[config.mk]
export PLATFORM = sky130hd
export DESIGN_NAME = tsw_op_fifo
export DESIGN_NICKNAME = d
export VERILOG_FILES = /design/src/hw/rtl/tsw_pkg.sv /design/src/hw/rtl/tsw_op_fifo.sv
export SDC_FILE = /design/constraint.sdc
export NUM_CORES = 1
export LEC_CHECK = 0
export ABC_AREA = 1
export BUFFER_PORTS_ARGS = -buffer_cell sky130_fd_sc_hd__buf_4
export CAP_MARGIN = 25
export CORE_UTILIZATION = 40
export DETAILED_ROUTE_END_ITERATION = 10
export PLACE_DENSITY = 0.7
export SLEW_MARGIN = 15
export SYNTH_ARGS = -nofsm -noshare
export SYNTH_HDL_FRONTEND = slang
export SYNTH_SLANG_ARGS = --single-unit
[constraint.sdc]
create_clock -name clk -period 5.6 [get_ports clk]
set_input_delay 0.84 -clock clk [delete_from_list [all_inputs] [get_ports clk]]
set_output_delay 0.84 -clock clk [all_outputs]
set_load 0.05 [all_outputs]
[src/hw/rtl/tsw_pkg.sv]
// Shared types, constants and helpers for the text scrollback window.
// No dependencies; every other file in this block imports it.
package tsw_pkg;

  localparam int LINE_WIDTH     = 20;
  localparam int SCREEN_ROWS    = 10;
  localparam int HISTORY_LINES  = 64;
  localparam int CELLS_PER_LINE = LINE_WIDTH + 1;
  localparam int STORE_CELLS    = HISTORY_LINES * CELLS_PER_LINE;

  localparam int LINE_W = 6;   // ring index, fixed by window_first_line
  localparam int ROW_W  = 4;   // window row
  localparam int COL_W  = 5;   // column, holds up to LINE_WIDTH+1
  localparam int ADDR_W = $clog2(STORE_CELLS);
  localparam int QUEUE_DEPTH = 4;
  localparam int QPTR_W      = $clog2(QUEUE_DEPTH);

  localparam logic [7:0] NEWLINE_CODE = 8'd10;

  localparam logic [2:0] CMD_APPEND = 3'd0;
  localparam logic [2:0] CMD_UP     = 3'd1;
  localparam logic [2:0] CMD_DOWN   = 3'd2;
  localparam logic [2:0] CMD_FIRST  = 3'd3;
  localparam logic [2:0] CMD_LAST   = 3'd4;
  localparam logic [2:0] CMD_READ   = 3'd5;

  typedef logic [LINE_W-1:0] line_t;
  typedef logic [LINE_W:0]   line_ext_t;
  typedef logic [ADDR_W-1:0] addr_t;

  typedef struct packed {
    logic [2:0] command;
    logic [7:0] char_code;
    logic [3:0] read_row;
    logic [4:0] read_column;
  } tsw_in_t;

  typedef struct packed {
    logic       draw_valid;
    logic [3:0] draw_row;
    logic [4:0] draw_column;
    logic [7:0] draw_char;
    logic       refresh;
    logic [7:0] read_char;
    logic [5:0] window_first_line;
    logic [3:0] window_rows;
  } tsw_out_t;

  typedef enum logic [1:0] {
    OP_NONE,
    OP_WRITE,
    OP_READ
  } tsw_op_kind_t;

  // One classified item on its way to the store side
  typedef struct packed {
    tsw_op_kind_t kind;
    addr_t        addr;
    logic [7:0]   wdata;
    tsw_out_t     res;
  } tsw_op_t;

  // (a + b) mod HISTORY_LINES, both below HISTORY_LINES
  function automatic line_t line_add(input line_t a, input line_ext_t b);
    line_ext_t sum;
    begin
      sum = line_ext_t'(a) + b;
      if (sum >= line_ext_t'(HISTORY_LINES)) begin
        sum = sum - line_ext_t'(HISTORY_LINES);
      end
      line_add = sum[LINE_W-1:0];
    end
  endfunction

  // (a - b) mod HISTORY_LINES, both below HISTORY_LINES
  function automatic line_t line_sub(input line_t a, input line_ext_t b);
    line_ext_t diff;
    begin
      if (line_ext_t'(a) >= b) begin
        diff = line_ext_t'(a) - b;
      end else begin
        diff = line_ext_t'(a) + line_ext_t'(HISTORY_LINES) - b;
      end
      line_sub = diff[LINE_W-1:0];
    end
  endfunction

  function automatic addr_t cell_addr(input line_t line, input logic [COL_W-1:0] col);
    begin
      cell_addr = addr_t'(line) * addr_t'(CELLS_PER_LINE) + addr_t'(col);
    end
  endfunction

endpackage

[src/hw/rtl/tsw_op_fifo.sv]
// Short queue of classified operations between front and back end.
// Depends on tsw_pkg.
module tsw_op_fifo (
  input  logic             clk,
  input  logic             rst_n,
  input  logic             push,
  input  tsw_pkg::tsw_op_t push_op,
  output logic             full,
  input  logic             pop,
  output tsw_pkg::tsw_op_t pop_op,
  output logic             empty
);
  import tsw_pkg::*;

  tsw_op_t             slot_r [QUEUE_DEPTH];
  logic [QPTR_W-1:0]   wr_ptr_r;
  logic [QPTR_W-1:0]   rd_ptr_r;
  logic [QPTR_W:0]     count_r;
  logic                do_push;
  logic                do_pop;

  assign full    = (count_r == (QPTR_W + 1)'(QUEUE_DEPTH));
  assign empty   = (count_r == '0);
  assign do_push = push && !full;
  assign do_pop  = pop && !empty;
  assign pop_op  = slot_r[rd_ptr_r];

  always_ff @(posedge clk) begin
    if (do_push) begin
      slot_r[wr_ptr_r] <= push_op;
    end
  end

  always_ff @(posedge clk) begin
    if (!rst_n) begin
      wr_ptr_r <= '0;
      rd_ptr_r <= '0;
      count_r  <= '0;
    end else begin
      if (do_push) begin
        wr_ptr_r <= wr_ptr_r + QPTR_W'(1);
      end
      if (do_pop) begin
        rd_ptr_r <= rd_ptr_r + QPTR_W'(1);
      end
      if (do_push && !do_pop) begin
        count_r <= count_r + (QPTR_W + 1)'(1);
      end else if (do_pop && !do_push) begin
        count_r <= count_r - (QPTR_W + 1)'(1);
      end
    end
  end

endmodule

==> tab_implementation.tex <==
\begin{tabular}{lr}
\hline
Metric & Value \\
\hline
\multicolumn{2}{l}{\textbf{STA}} \\
\quad Period utilization & 0.650 \\
\quad Final count of hold timing violations & 0 \\
\quad Unrepaired setup endpoints after global routing & false \\
\quad Clock skew & between 0.015 and 0.02 ns \\
\quad Number of failing setup endpoints in the final timing report & 0 \\
\quad Slew at the pin closest to its max-slew limit & between 1 and 1.5 ns \\
\quad Final Critical Period & approximately 3.6 ns \\
\quad Worst relative slew slack & 0.314 \\
\quad Max Fclk & about 270 MHz \\
\quad Total count of max-transition violations in the final report & 0 \\
\quad Setup total negative slack & 0 ns \\
\multicolumn{2}{l}{\textbf{Clocking}} \\
\quad Root buf cell & clkbuf\_16 \\
\quad Total clock sinks & between 200 and 250 \\
\quad Post-CTS setup repair buffer count & 0 \\
\quad Source-to-sink clock delay at the later pin of the worst-skew pair & $\sim$0.52 ns \\
\quad CTS tree & built \\
\quad TritonCTS buffer count & 26 \\
\quad Hold-fix buffers at CTS & 0 \\
\quad H-Tree Depth & 1 \\
\quad Maximum buffer depth of the clock tree & 3 \\
\quad Quantity of gates resized following cts & 0 \\
\quad Post-CTS clock slew at the launch and capture registers of the worst setup and hold paths & $\sim$0.050 ns \\
\multicolumn{2}{l}{\textbf{Synth}} \\
\quad Syn Nets & between 600 and 700 \\
\quad Commonest cells post-synth & edfxtp\_1, nor2\_1, o21ai\_0 \\
\quad Cell taking the most area after synthesis & edfxtp\_1 \\
\quad Post-synth design cell area & 9150 sq um \\
\quad Count of state elements after synthesis & roughly 240 \\
\quad Portion of the post-synthesis area used by sequential elements & 0.781 \\
\quad Syn Inst Count & approximately 630 \\
\quad Number of distinct library cell variants in the gate-level netlist after synthesis & 26 \\
\quad Mean post-synth cell area & 14.5 sq um \\
\quad Cells taking the most area after synthesis & edfxtp\_1, o21ai\_0, nor2\_1 \\
\quad Number of synthesis warnings & 0 \\
\quad Number of synthesized flops with an enable pin & $\sim$230 \\
\quad Proportion of netlist area held by the largest area contributor & 0.761 \\
\quad Most repeated cell in the gate-level netlist after synthesis & edfxtp\_1 \\
\quad Commonest register cell after synthesis & edfxtp\_1 \\
\quad Fraction of registers with async set/reset & 0 \\
\multicolumn{2}{l}{\textbf{Detailed routing}} \\
\quad Total wire length after detailed routing & between 15000 and 20000 um \\
\quad Post-detailed-route via-to-cell ratio & approximately 5 \\
\quad Via count of the routed design & around 5400 \\
\quad Iteration-0 DRC Markers & between 200 and 300 \\
\quad Routed wire length per instance & approximately 18 um \\
\quad Pre-Repair DR Iteration Count & 4 \\
\quad Remaining antenna violation count after routing & 0 \\
\quad Number of remaining DRC errors & 0 \\
\multicolumn{2}{l}{\textbf{Layout}} \\
\quad Post-Layout Cell Count & around 1100 \\
\quad Share of layout cells above drive strength 1 & 0.240 \\
\quad ANT cells & 0 \\
\quad Share of the core filled with cells & 0.502 \\
\quad Final standard cell area without fillers & between 10000 and 15000 sq um \\
\quad Final nets & approximately 820 \\
\quad Signed area change from the synthesized netlist to the final layout & 21.6\% \\
\multicolumn{2}{l}{\textbf{Critical path}} \\
\quad Data required time at the worst endpoint & 4.76 ns \\
\quad Max stage delay cell, worst path & inv\_2 \\
\quad Data arrival time at the worst-slack endpoint & approximately 2.8 ns \\
\quad CP Capture Point & pop\_op[51] \\
\quad Register-to-register setup slack & about 3.0 ns \\
\quad RR Endpoint & slot\_r[3][29] \\
\quad Maximum single-stage delay on the critical path & around 0.84 ns \\
\quad Class of the most critical setup path & reg -> out \\
\quad CP Max Fanout & just under 60 \\
\quad Crit path capture type & output pin \\
\quad Origin of the critical flop-to-flop path & count\_r[0] \\
\quad Most used cell, CP & buf\_4 \\
\quad Cell breakdown of the critical path & buf\_4 > inv\_2 > o21ai\_0 > o22ai\_1 > buf\_4 \\
\quad Startpoint Class & register \\
\quad Number of cells traversed by the worst register-to-register path & 5 \\
\multicolumn{2}{l}{\textbf{Global routing}} \\
\quad Number of global-route vias before repair & roughly 5400 \\
\quad Pin count of the biggest net entering global routing & between 100 and 150 \\
\quad Residual overflow from global routing & 0 \\
\quad Tot GR Track Use & 0.159 \\
\quad Wire length of the first global-routing pass & 29300 um \\
\quad Antenna violations before repair & 0 \\
\multicolumn{2}{l}{\textbf{Placed design}} \\
\quad Final HPWL DP & 10500 um \\
\quad Total placed cells including tap cells & between 1000 and 1500 \\
\quad PortBufs & $\sim$120 \\
\quad Total cell area at the placement stage & between 10000 and 15000 sq um \\
\quad Final Wtd Congestion & $\sim$0.72 \\
\multicolumn{2}{l}{\textbf{Die}} \\
\quad Core footprint & 22200 sq um \\
\quad Die width & roughly 150 um \\
\quad Total die area & approximately 23000 sq um \\
\quad Number of primary I/O pins & 122 \\
\quad Starting Density & 0.413 \\
\quad Standard-cell rows & between 50 and 60 \\
\quad Die span in y & between 150 and 200 um \\
\multicolumn{2}{l}{\textbf{Pwr}} \\
\quad Static leakage & 3.92 nW \\
\quad Worst-case vdd ir drop & roughly 0.29 mV \\
\quad Power density of the placed cells & around 530 nW/um\^{}2 \\
\quad Tot Pwr & just under 6 mW \\
\multicolumn{2}{l}{\textbf{Run status}} \\
\quad Result of the run & complete, no violations \\
\multicolumn{2}{l}{\textbf{Flow run}} \\
\quad Max-Cap Viols & 0 \\
\multicolumn{2}{l}{\textbf{Hold path}} \\
\quad Hold Path Class & reg -> reg \\
\hline
\end{tabular}
worst min-delay path by stage:
stage | startpoint | cells after the start | slack [ns] | endpoint
after floorplan | rd_ptr_r[1] | 2 | 0.46 | register
after global placement | rd_ptr_r[1] | 2 | 0.48 | register
after detailed placement | rd_ptr_r[1] | 2 | 0.49 | register
after CTS | push_op[54] | 1 | 0.49 | slot_r[2][54]
after global routing | push_op[54] | 1 | 0.49 | slot_r[2][54]
final | rd_ptr_r[1] | 2 | 0.50 | register
layout by cell type, fill, tap and decap left out, drive strengths merged, types with 8 or more instances in the layout:
cell,count
nor2,130
clkbuf,36
o21ai,117
o22ai,58
clkinv,8
buf,129
edfxtp,232
nand2,15
dfxtp,9
inv,18
sequential cells by signal (all words and copies together) (netlist names), named ones only:
register / count
count_r: 3
wr_ptr_r: 2
slot_r: 232
rd_ptr_r: 2
stage by stage:
step	worst slack, ns	hold slack, ns
after floorplan	1.75	0.465
after global placement	2.56	0.482
after detailed placement	2.54	0.486
after CTS	1.99	0.488
after global routing	1.79	0.490
final	1.96	0.498
critical path: cells and delay by family, from the launching register on:
| family | cells | cell delay [ns] |
|---|---|---|
| compound gates | 2 | 0.51 |
| buf+inv | 3 | 1.42 |
| flops | 1 | 0.30 |
power by group:
part | total (mW) | internal, mW | switching (mW)
Sequential | 2.27 | 2.19 | 0.0778
Combinational | 1.92 | 0.511 | 1.41
Clock | 1.68 | 1.02 | 0.656
layer usage:
metal | global-route usage | share of wire
met1 | 0.215 | 0.45
met2 | 0.258 | 0.46
met3 | 0.0403 | 0.069
met4 | 0.0385 | 0.015
met5 | 0 | 0
cells by family (layout without fill, tap and decap cells):
kind of cell    count (synthesis)  count (layout)  synth area share
compound gates                178             178             0.107
xor+xnor                        1               1          0.000957
fa+ha+maj                       6               6           0.00902
buf+inv                        55             195            0.0375
flops                         241             241             0.781
simple gates                  150             150            0.0652
final cells by class:
cell class / count / area (sq um)
multi-input combinational: 335 / 1690
fill: 1877 / 11000
tap: 280 / 350
clock buffer: 36 / 708
timing repair buffer: 129 / 1010
sequential: 241 / 7150
inverter: 18 / 72.6
clock inverter: 12 / 148
No activity file was read; power rests on OpenSTA's default activity.
