**src/hw/rtl/tsw_pkg.sv**
```systemverilog
// Shared types, constants and helpers for the text scrollback window.
// No dependencies; every other file in this block imports it.
package tsw_pkg;

  localparam int LINE_WIDTH     = 20;
  localparam int SCREEN_ROWS    = 10;
  localparam int HISTORY_LINES  = 64;
  localparam int CELLS_PER_LINE = LINE_WIDTH + 1;
  localparam int STORE_CELLS    = HISTORY_LINES * CELLS_PER_LINE;

  localparam int LINE_W = 6;   // ring index, fixed by window_first_line
  localparam int ROW_W  = 4;   // window row
  localparam int COL_W  = 5;   // column, holds up to LINE_WIDTH+1
  localparam int ADDR_W = $clog2(STORE_CELLS);
  localparam int QUEUE_DEPTH = 4;
  localparam int QPTR_W      = $clog2(QUEUE_DEPTH);

  localparam logic [7:0] NEWLINE_CODE = 8'd10;

  localparam logic [2:0] CMD_APPEND = 3'd0;
  localparam logic [2:0] CMD_UP     = 3'd1;
  localparam logic [2:0] CMD_DOWN   = 3'd2;
  localparam logic [2:0] CMD_FIRST  = 3'd3;
  localparam logic [2:0] CMD_LAST   = 3'd4;
  localparam logic [2:0] CMD_READ   = 3'd5;

  typedef logic [LINE_W-1:0] line_t;
  typedef logic [LINE_W:0]   line_ext_t;
  typedef logic [ADDR_W-1:0] addr_t;

  typedef struct packed {
    logic [2:0] command;
    logic [7:0] char_code;
    logic [3:0] read_row;
    logic [4:0] read_column;
  } tsw_in_t;

  typedef struct packed {
    logic       draw_valid;
    logic [3:0] draw_row;
    logic [4:0] draw_column;
    logic [7:0] draw_char;
    logic       refresh;
    logic [7:0] read_char;
    logic [5:0] window_first_line;
    logic [3:0] window_rows;
  } tsw_out_t;

  typedef enum logic [1:0] {
    OP_NONE,
    OP_WRITE,
    OP_READ
  } tsw_op_kind_t;

  // One classified item on its way to the store side
  typedef struct packed {
    tsw_op_kind_t kind;
    addr_t        addr;
    logic [7:0]   wdata;
    tsw_out_t     res;
  } tsw_op_t;

  // (a + b) mod HISTORY_LINES, both below HISTORY_LINES
  function automatic line_t line_add(input line_t a, input line_ext_t b);
    line_ext_t sum;
    begin
      sum = line_ext_t'(a) + b;
      if (sum >= line_ext_t'(HISTORY_LINES)) begin
        sum = sum - line_ext_t'(HISTORY_LINES);
      end
      line_add = sum[LINE_W-1:0];
    end
  endfunction

  // (a - b) mod HISTORY_LINES, both below HISTORY_LINES
  function automatic line_t line_sub(input line_t a, input line_ext_t b);
    line_ext_t diff;
    begin
      if (line_ext_t'(a) >= b) begin
        diff = line_ext_t'(a) - b;
      end else begin
        diff = line_ext_t'(a) + line_ext_t'(HISTORY_LINES) - b;
      end
      line_sub = diff[LINE_W-1:0];
    end
  endfunction

  function automatic addr_t cell_addr(input line_t line, input logic [COL_W-1:0] col);
    begin
      cell_addr = addr_t'(line) * addr_t'(CELLS_PER_LINE) + addr_t'(col);
    end
  endfunction

endpackage

```
**src/hw/rtl/tsw_front.sv**
```systemverilog
// Front end: takes input beats, keeps the line and window state, classifies
// each beat into a store operation plus its result. Depends on tsw_pkg.
module tsw_front (
  input  logic             clk,
  input  logic             rst_n,
  input  logic             in_push,
  input  tsw_pkg::tsw_in_t in_data,
  output logic             in_full,
  input  logic             clearing,
  input  logic             q_full,
  output logic             q_push,
  output tsw_pkg::tsw_op_t q_op
);
  import tsw_pkg::*;

  line_t             oldest_r, oldest_nxt;
  line_t             count_r, count_nxt;
  logic [COL_W-1:0]  wcol_r, wcol_nxt;
  line_t             top_r, top_nxt;
  logic [ROW_W-1:0]  rows_r, rows_nxt;

  line_t newest;
  line_t bottom;
  logic  accept;

  assign in_full = q_full || clearing;
  assign accept  = in_push && !in_full;
  assign q_push  = accept;
  assign newest  = line_add(oldest_r, line_ext_t'(count_r));
  assign bottom  = line_add(top_r, line_ext_t'(rows_r));

  always_comb begin
    logic [COL_W-1:0] col_a;
    line_t            line_w;
    logic             refresh;
    oldest_nxt = oldest_r;
    count_nxt  = count_r;
    wcol_nxt   = wcol_r;
    top_nxt    = top_r;
    rows_nxt   = rows_r;
    refresh    = 1'b0;
    col_a      = wcol_r;
    line_w     = '0;
    q_op       = '0;
    q_op.kind  = OP_NONE;
    unique case (in_data.command)
      CMD_APPEND: begin
        if (wcol_r >= COL_W'(LINE_WIDTH)) begin
          col_a = '0;
          if (count_r == line_t'(HISTORY_LINES - 1)) begin
            oldest_nxt = line_add(oldest_r, line_ext_t'(1));
          end else begin
            count_nxt = count_r + line_t'(1);
          end
          if (rows_r >= ROW_W'(SCREEN_ROWS - 1)) begin
            top_nxt = line_add(top_r, line_ext_t'(1));
            refresh = 1'b1;
          end else begin
            rows_nxt = rows_r + ROW_W'(1);
          end
        end
        if (in_data.char_code == NEWLINE_CODE) begin
          wcol_nxt = COL_W'(LINE_WIDTH + 1);
        end else begin
          line_w                = line_add(oldest_nxt, line_ext_t'(count_nxt));
          q_op.kind             = OP_WRITE;
          q_op.addr             = cell_addr(line_w, col_a);
          q_op.wdata            = in_data.char_code;
          q_op.res.draw_valid   = 1'b1;
          q_op.res.draw_row     = rows_nxt;
          q_op.res.draw_column  = col_a;
          q_op.res.draw_char    = in_data.char_code;
          wcol_nxt              = col_a + COL_W'(1);
        end
      end
      CMD_UP: begin
        if (top_r != oldest_r) begin
          top_nxt = line_sub(top_r, line_ext_t'(1));
          if (rows_r < ROW_W'(SCREEN_ROWS - 1)) begin
            rows_nxt = rows_r + ROW_W'(1);
          end
          refresh = 1'b1;
        end
      end
      CMD_DOWN: begin
        if (newest != bottom) begin
          top_nxt = line_add(top_r, line_ext_t'(1));
          refresh = 1'b1;
        end
      end
      CMD_FIRST: begin
        if (top_r != oldest_r) begin
          top_nxt = oldest_r;
          if (count_r < line_t'(SCREEN_ROWS - 1)) begin
            rows_nxt = ROW_W'(count_r);
          end else begin
            rows_nxt = ROW_W'(SCREEN_ROWS - 1);
          end
          refresh = 1'b1;
        end
      end
      CMD_LAST: begin
        if (newest != bottom) begin
          if (count_r < line_t'(SCREEN_ROWS)) begin
            top_nxt = oldest_r;
          end else begin
            top_nxt = line_sub(newest, line_ext_t'(rows_r));
          end
          refresh = 1'b1;
        end
      end
      CMD_READ: begin
        // out-of-window reads return zero without touching the store
        if (in_data.read_row <= rows_r &&
            in_data.read_column <= COL_W'(LINE_WIDTH)) begin
          line_w    = line_add(top_r, line_ext_t'(in_data.read_row));
          q_op.kind = OP_READ;
          q_op.addr = cell_addr(line_w, in_data.read_column);
        end
      end
      default: begin
      end
    endcase
    q_op.res.refresh           = refresh;
    q_op.res.window_first_line = top_nxt;
    q_op.res.window_rows       = rows_nxt;
  end

  always_ff @(posedge clk) begin
    if (!rst_n) begin
      oldest_r <= '0;
      count_r  <= '0;
      wcol_r   <= '0;
      top_r    <= '0;
      rows_r   <= '0;
    end else if (accept) begin
      oldest_r <= oldest_nxt;
      count_r  <= count_nxt;
      wcol_r   <= wcol_nxt;
      top_r    <= top_nxt;
      rows_r   <= rows_nxt;
    end
  end

endmodule

```
**config.mk**
```make
export PLATFORM = sky130hd
export DESIGN_NAME = tsw_front
export DESIGN_NICKNAME = d
export VERILOG_FILES = /design/src/hw/rtl/tsw_pkg.sv /design/src/hw/rtl/tsw_front.sv
export SDC_FILE = /design/constraint.sdc
export NUM_CORES = 1
export LEC_CHECK = 0
export BUFFER_PORTS_ARGS = -buffer_cell sky130_fd_sc_hd__buf_2
export CORE_MARGIN = 2
export CORE_UTILIZATION = 50
export DETAILED_ROUTE_END_ITERATION = 8
export GPL_TIMING_DRIVEN = 0
export PLACE_DENSITY = 0.72
export SYNTH_ARGS = -nofsm -noshare
export SYNTH_HDL_FRONTEND = slang
export SYNTH_SLANG_ARGS = --single-unit
export TNS_END_PERCENT = 100
```
**constraint.sdc**
```tcl
create_clock -name clk -period 16.9 [get_ports clk]
set_input_delay 1.69 -clock clk [delete_from_list [all_inputs] [get_ports clk]]
set_output_delay 1.69 -clock clk [all_outputs]
set_load 0.05 [all_outputs]
```
==> results.yml <==
setup_path:
  regToRegStartpoint: "count_r[0]"
  path_max_fanout: 10
  cp.required_ns: 15.21
  crit_type: "reg -> out"
  worstSetupStartpointType: "flip-flop"
  cp.arrival_ns: 6.50
  worst_setup_path_end_kind: "output port"
  crit_start: "count_r[1]"
route:
  ant_nets: 0
  first_iter_violations: 294
  drt-vias-per-instance: 5.78
  routed_wl_mm: 15.7
  num_vias: 5277
  wl_per_cell_um: 17.2
  drc: 0
  dr.pass1.iters: 5
global_route:
  grt_usage_pct: 27.6
  grt-busiest-layer: "met2"
  grt_first_pass_wirelength_mm: 25.2
  overflow: 0
  gr-usage-met3_pct: 3.89
  use_met2_pct: 46.9
  use_met1_pct: 36.6
  antenna_found_initial: 0
  grt_max_degree: 17
  grt_pass1_vias: 5071
floorplan:
  die_w_um: 107
  row_count: 37
  initial_core_util_pct: 51.5
  pin_count: 85
  die_area_um2: 11500
  core_area_um2: 10300
  die_y_um: 107
timing:
  timing.clock.skew_ns: 0.00456
  slew_viol_final: 0
  finalSetupTns_ns: 0
  post-route-period-util_pct: 48.5
  worst_pin_slew_ns: 0.871
  setup_violations: 0
  timing.fmax_ghz: 0.122
  rsz0062_at_grt: "false"
  hold_viol_final: 0
  period_needed_ns: 8.19
  slew-limit-headroom_pct: 41.3
synth:
  synth_largest_type_area_fraction_pct: 21.2
  synth.largest_area_cell: "ha_1"
  ys_seq_area_share_pct: 10.2
  synthArstFlopShare_pct: 0
  ys_ff_latch: 27
  synthCells: 691
  yosysWarningCount: 0
  avgSynthCellArea_um2: 7.69
  synth_top_cells_by_area: "ha_1 21%, dfxtp_1 10%, xnor2_1 6.4%, fa_1 5.3%, xor2_1 4.9%"
  synth_most_common_cell: "ha_1"
  synth.distinct_cells: 72
  synth_top_flop_cell: "dfxtp_1"
  synth-edff-count: 0
  synthTopCellsByCount: "90 x ha_1, 67 x nor2_1, 65 x inv_1"
  synth_area_um2: 5310
placement:
  io_buffer_count: 75
  placedInstanceArea_um2: 5880
  place_hpwl_mm: 12.8
  place_congestion: 0.943
  place_inst: 909
power_and_ir_drop:
  power.leakage_nw: 3.05
  ir_drop_v: 0.0000511
  powerDensity_nw_per_um2: 43.7
layout:
  multi_input_area_um2: 4250
  antennaDiodeCount: 0
  drive_gt1_share_pct: 15.2
  final_util_pct: 57.5
  final-seq-area_um2: 541
  fillerInstances: 998
  area_delta_synth_final_pct: 11.7
  nNetsFinal: 907
  fin_cells: 913
  final_area_um2: 5930
clocking:
  ctsRootBufferMaster: "clkbuf_8"
  cts_buffers: 3
  cts_tree: "built"
  ctsHoldBuffers: 0
  cts_resized: 0
  clk_latency_ns: 0.29
  clockBufferDepth: 2
  cts.sinks: 27
  post-cts-setup-buffers: 0
  h-tree-depth: 1
  path_clk_slew_ns: 0.11
run:
  maxCapViolCount: 0
min_path:
  worstHoldStart: "wcol_r[0]"
  hold_path_class: "reg -> reg"
status:
  status: "finished, final reports clean"
through the flow:
step | power, mW | setup slack [ns] | hold WS, ns
after floorplan | 0.178 | 9.07 | 0.484
after global placement | 0.213 | 9.15 | 0.504
after global routing | 0.277 | 8.25 | 0.566
after CTS | 0.258 | 8.68 | 0.549
final | 0.260 | 8.71 | 0.549
after detailed placement | 0.217 | 9.03 | 0.523
per-layer routing:
layer,vias to the layer above,share of wire (%)
met5,-,0
met4,0,2.6
met3,36,6.4
met2,208,47
met1,2457,44
li1,2576,-
cells in the final DEF, fill, tap and decap left out, drive strengths merged, types with 3 or more instances in the layout:
| cell type | count |
|---|---|
| nand4 | 8 |
| nand3 | 14 |
| nor2 | 67 |
| or3 | 5 |
| a311o | 3 |
| clkbuf | 28 |
| xor2 | 30 |
| a21oi | 48 |
| ha | 90 |
| nand2 | 38 |
| o211ai | 7 |
| o21ai | 37 |
| conb | 8 |
| a22o | 4 |
| fa | 14 |
| xnor2 | 40 |
| buf | 96 |
| and2 | 13 |
| o22ai | 7 |
| a221oi | 3 |
| a31oi | 7 |
| o21a | 6 |
| and3 | 8 |
| dfxtp | 27 |
| a211oi | 5 |
| a41o | 3 |
| o21bai | 8 |
| nor2b | 8 |
| nor4 | 3 |
| o221ai | 3 |
| nor3 | 17 |
| inv | 65 |
| a21o | 11 |
| mux2i | 10 |
flip-flops by register name, indices dropped and copies added (netlist names):
| name | cells |
|---|---|
| count_r | 6 |
| oldest_r | 6 |
| top_r | 6 |
| rows_r | 4 |
| wcol_r | 5 |
worst paths after layout:
path / cells past startpoint / to / slack [ns]
setup / recovery: 22 / q_op[55] / 8.71
hold / removal: 2 / wcol_r[0] / 0.55
setup reg to reg: 11 / top_r[5] / 13.44
hold reg to reg: 2 / wcol_r[0] / 0.55
final cells by class:
cell class / count / area share [%]
multi-input cells: 558 / 71.7
flip-flops and latches: 27 / 9.11
clock buffers: 3 / 0.696
repair buffers: 75 / 6.33
well taps: 136 / 2.87
inverters: 65 / 4.11
plain buffers: 48 / 5.08
clock inverters: 1 / 0.127
power by group:
group / internal (mW) / switching [mW] / total, mW
logic: 0.0522 / 0.0994 / 0.152
registers: 0.0646 / 0.00198 / 0.0666
clock network: 0.0168 / 0.0245 / 0.0413
cell families after synthesis:
kind of cell | share of synthesized area [%]
AND/OR/NAND/NOR | 17.9
AO/OA/AOI/OAI | 21.1
buffers and inverters | 10.3
adder cells (fa/ha/maj) | 26.5
XOR/XNOR | 12.1
flip-flops | 10.2
multiplexers | 1.88
other | 0.0706
critical path: stages, from the launching register on:
cell and delay [ns]:
dfxtp_1 0.57, ha_1 0.37, nand3_1 0.24, nor2_1 0.34
xor2_1 0.12, ha_1 0.38, or2_2 0.29, a21oi_1 0.19
a31oi_2 0.06, xnor2_1 0.67, fa_1 0.55, fa_1 0.55
inv_1 0.04, ha_1 0.28, inv_1 0.10, nor2_1 0.05
nor2_1 0.16, nor2b_1 0.08, o21a_1 0.19, nor4_1 0.26
nor4b_1 0.09, o32ai_1 0.30, buf_2 0.33
Note: power is estimated with default switching activity, not from simulation.
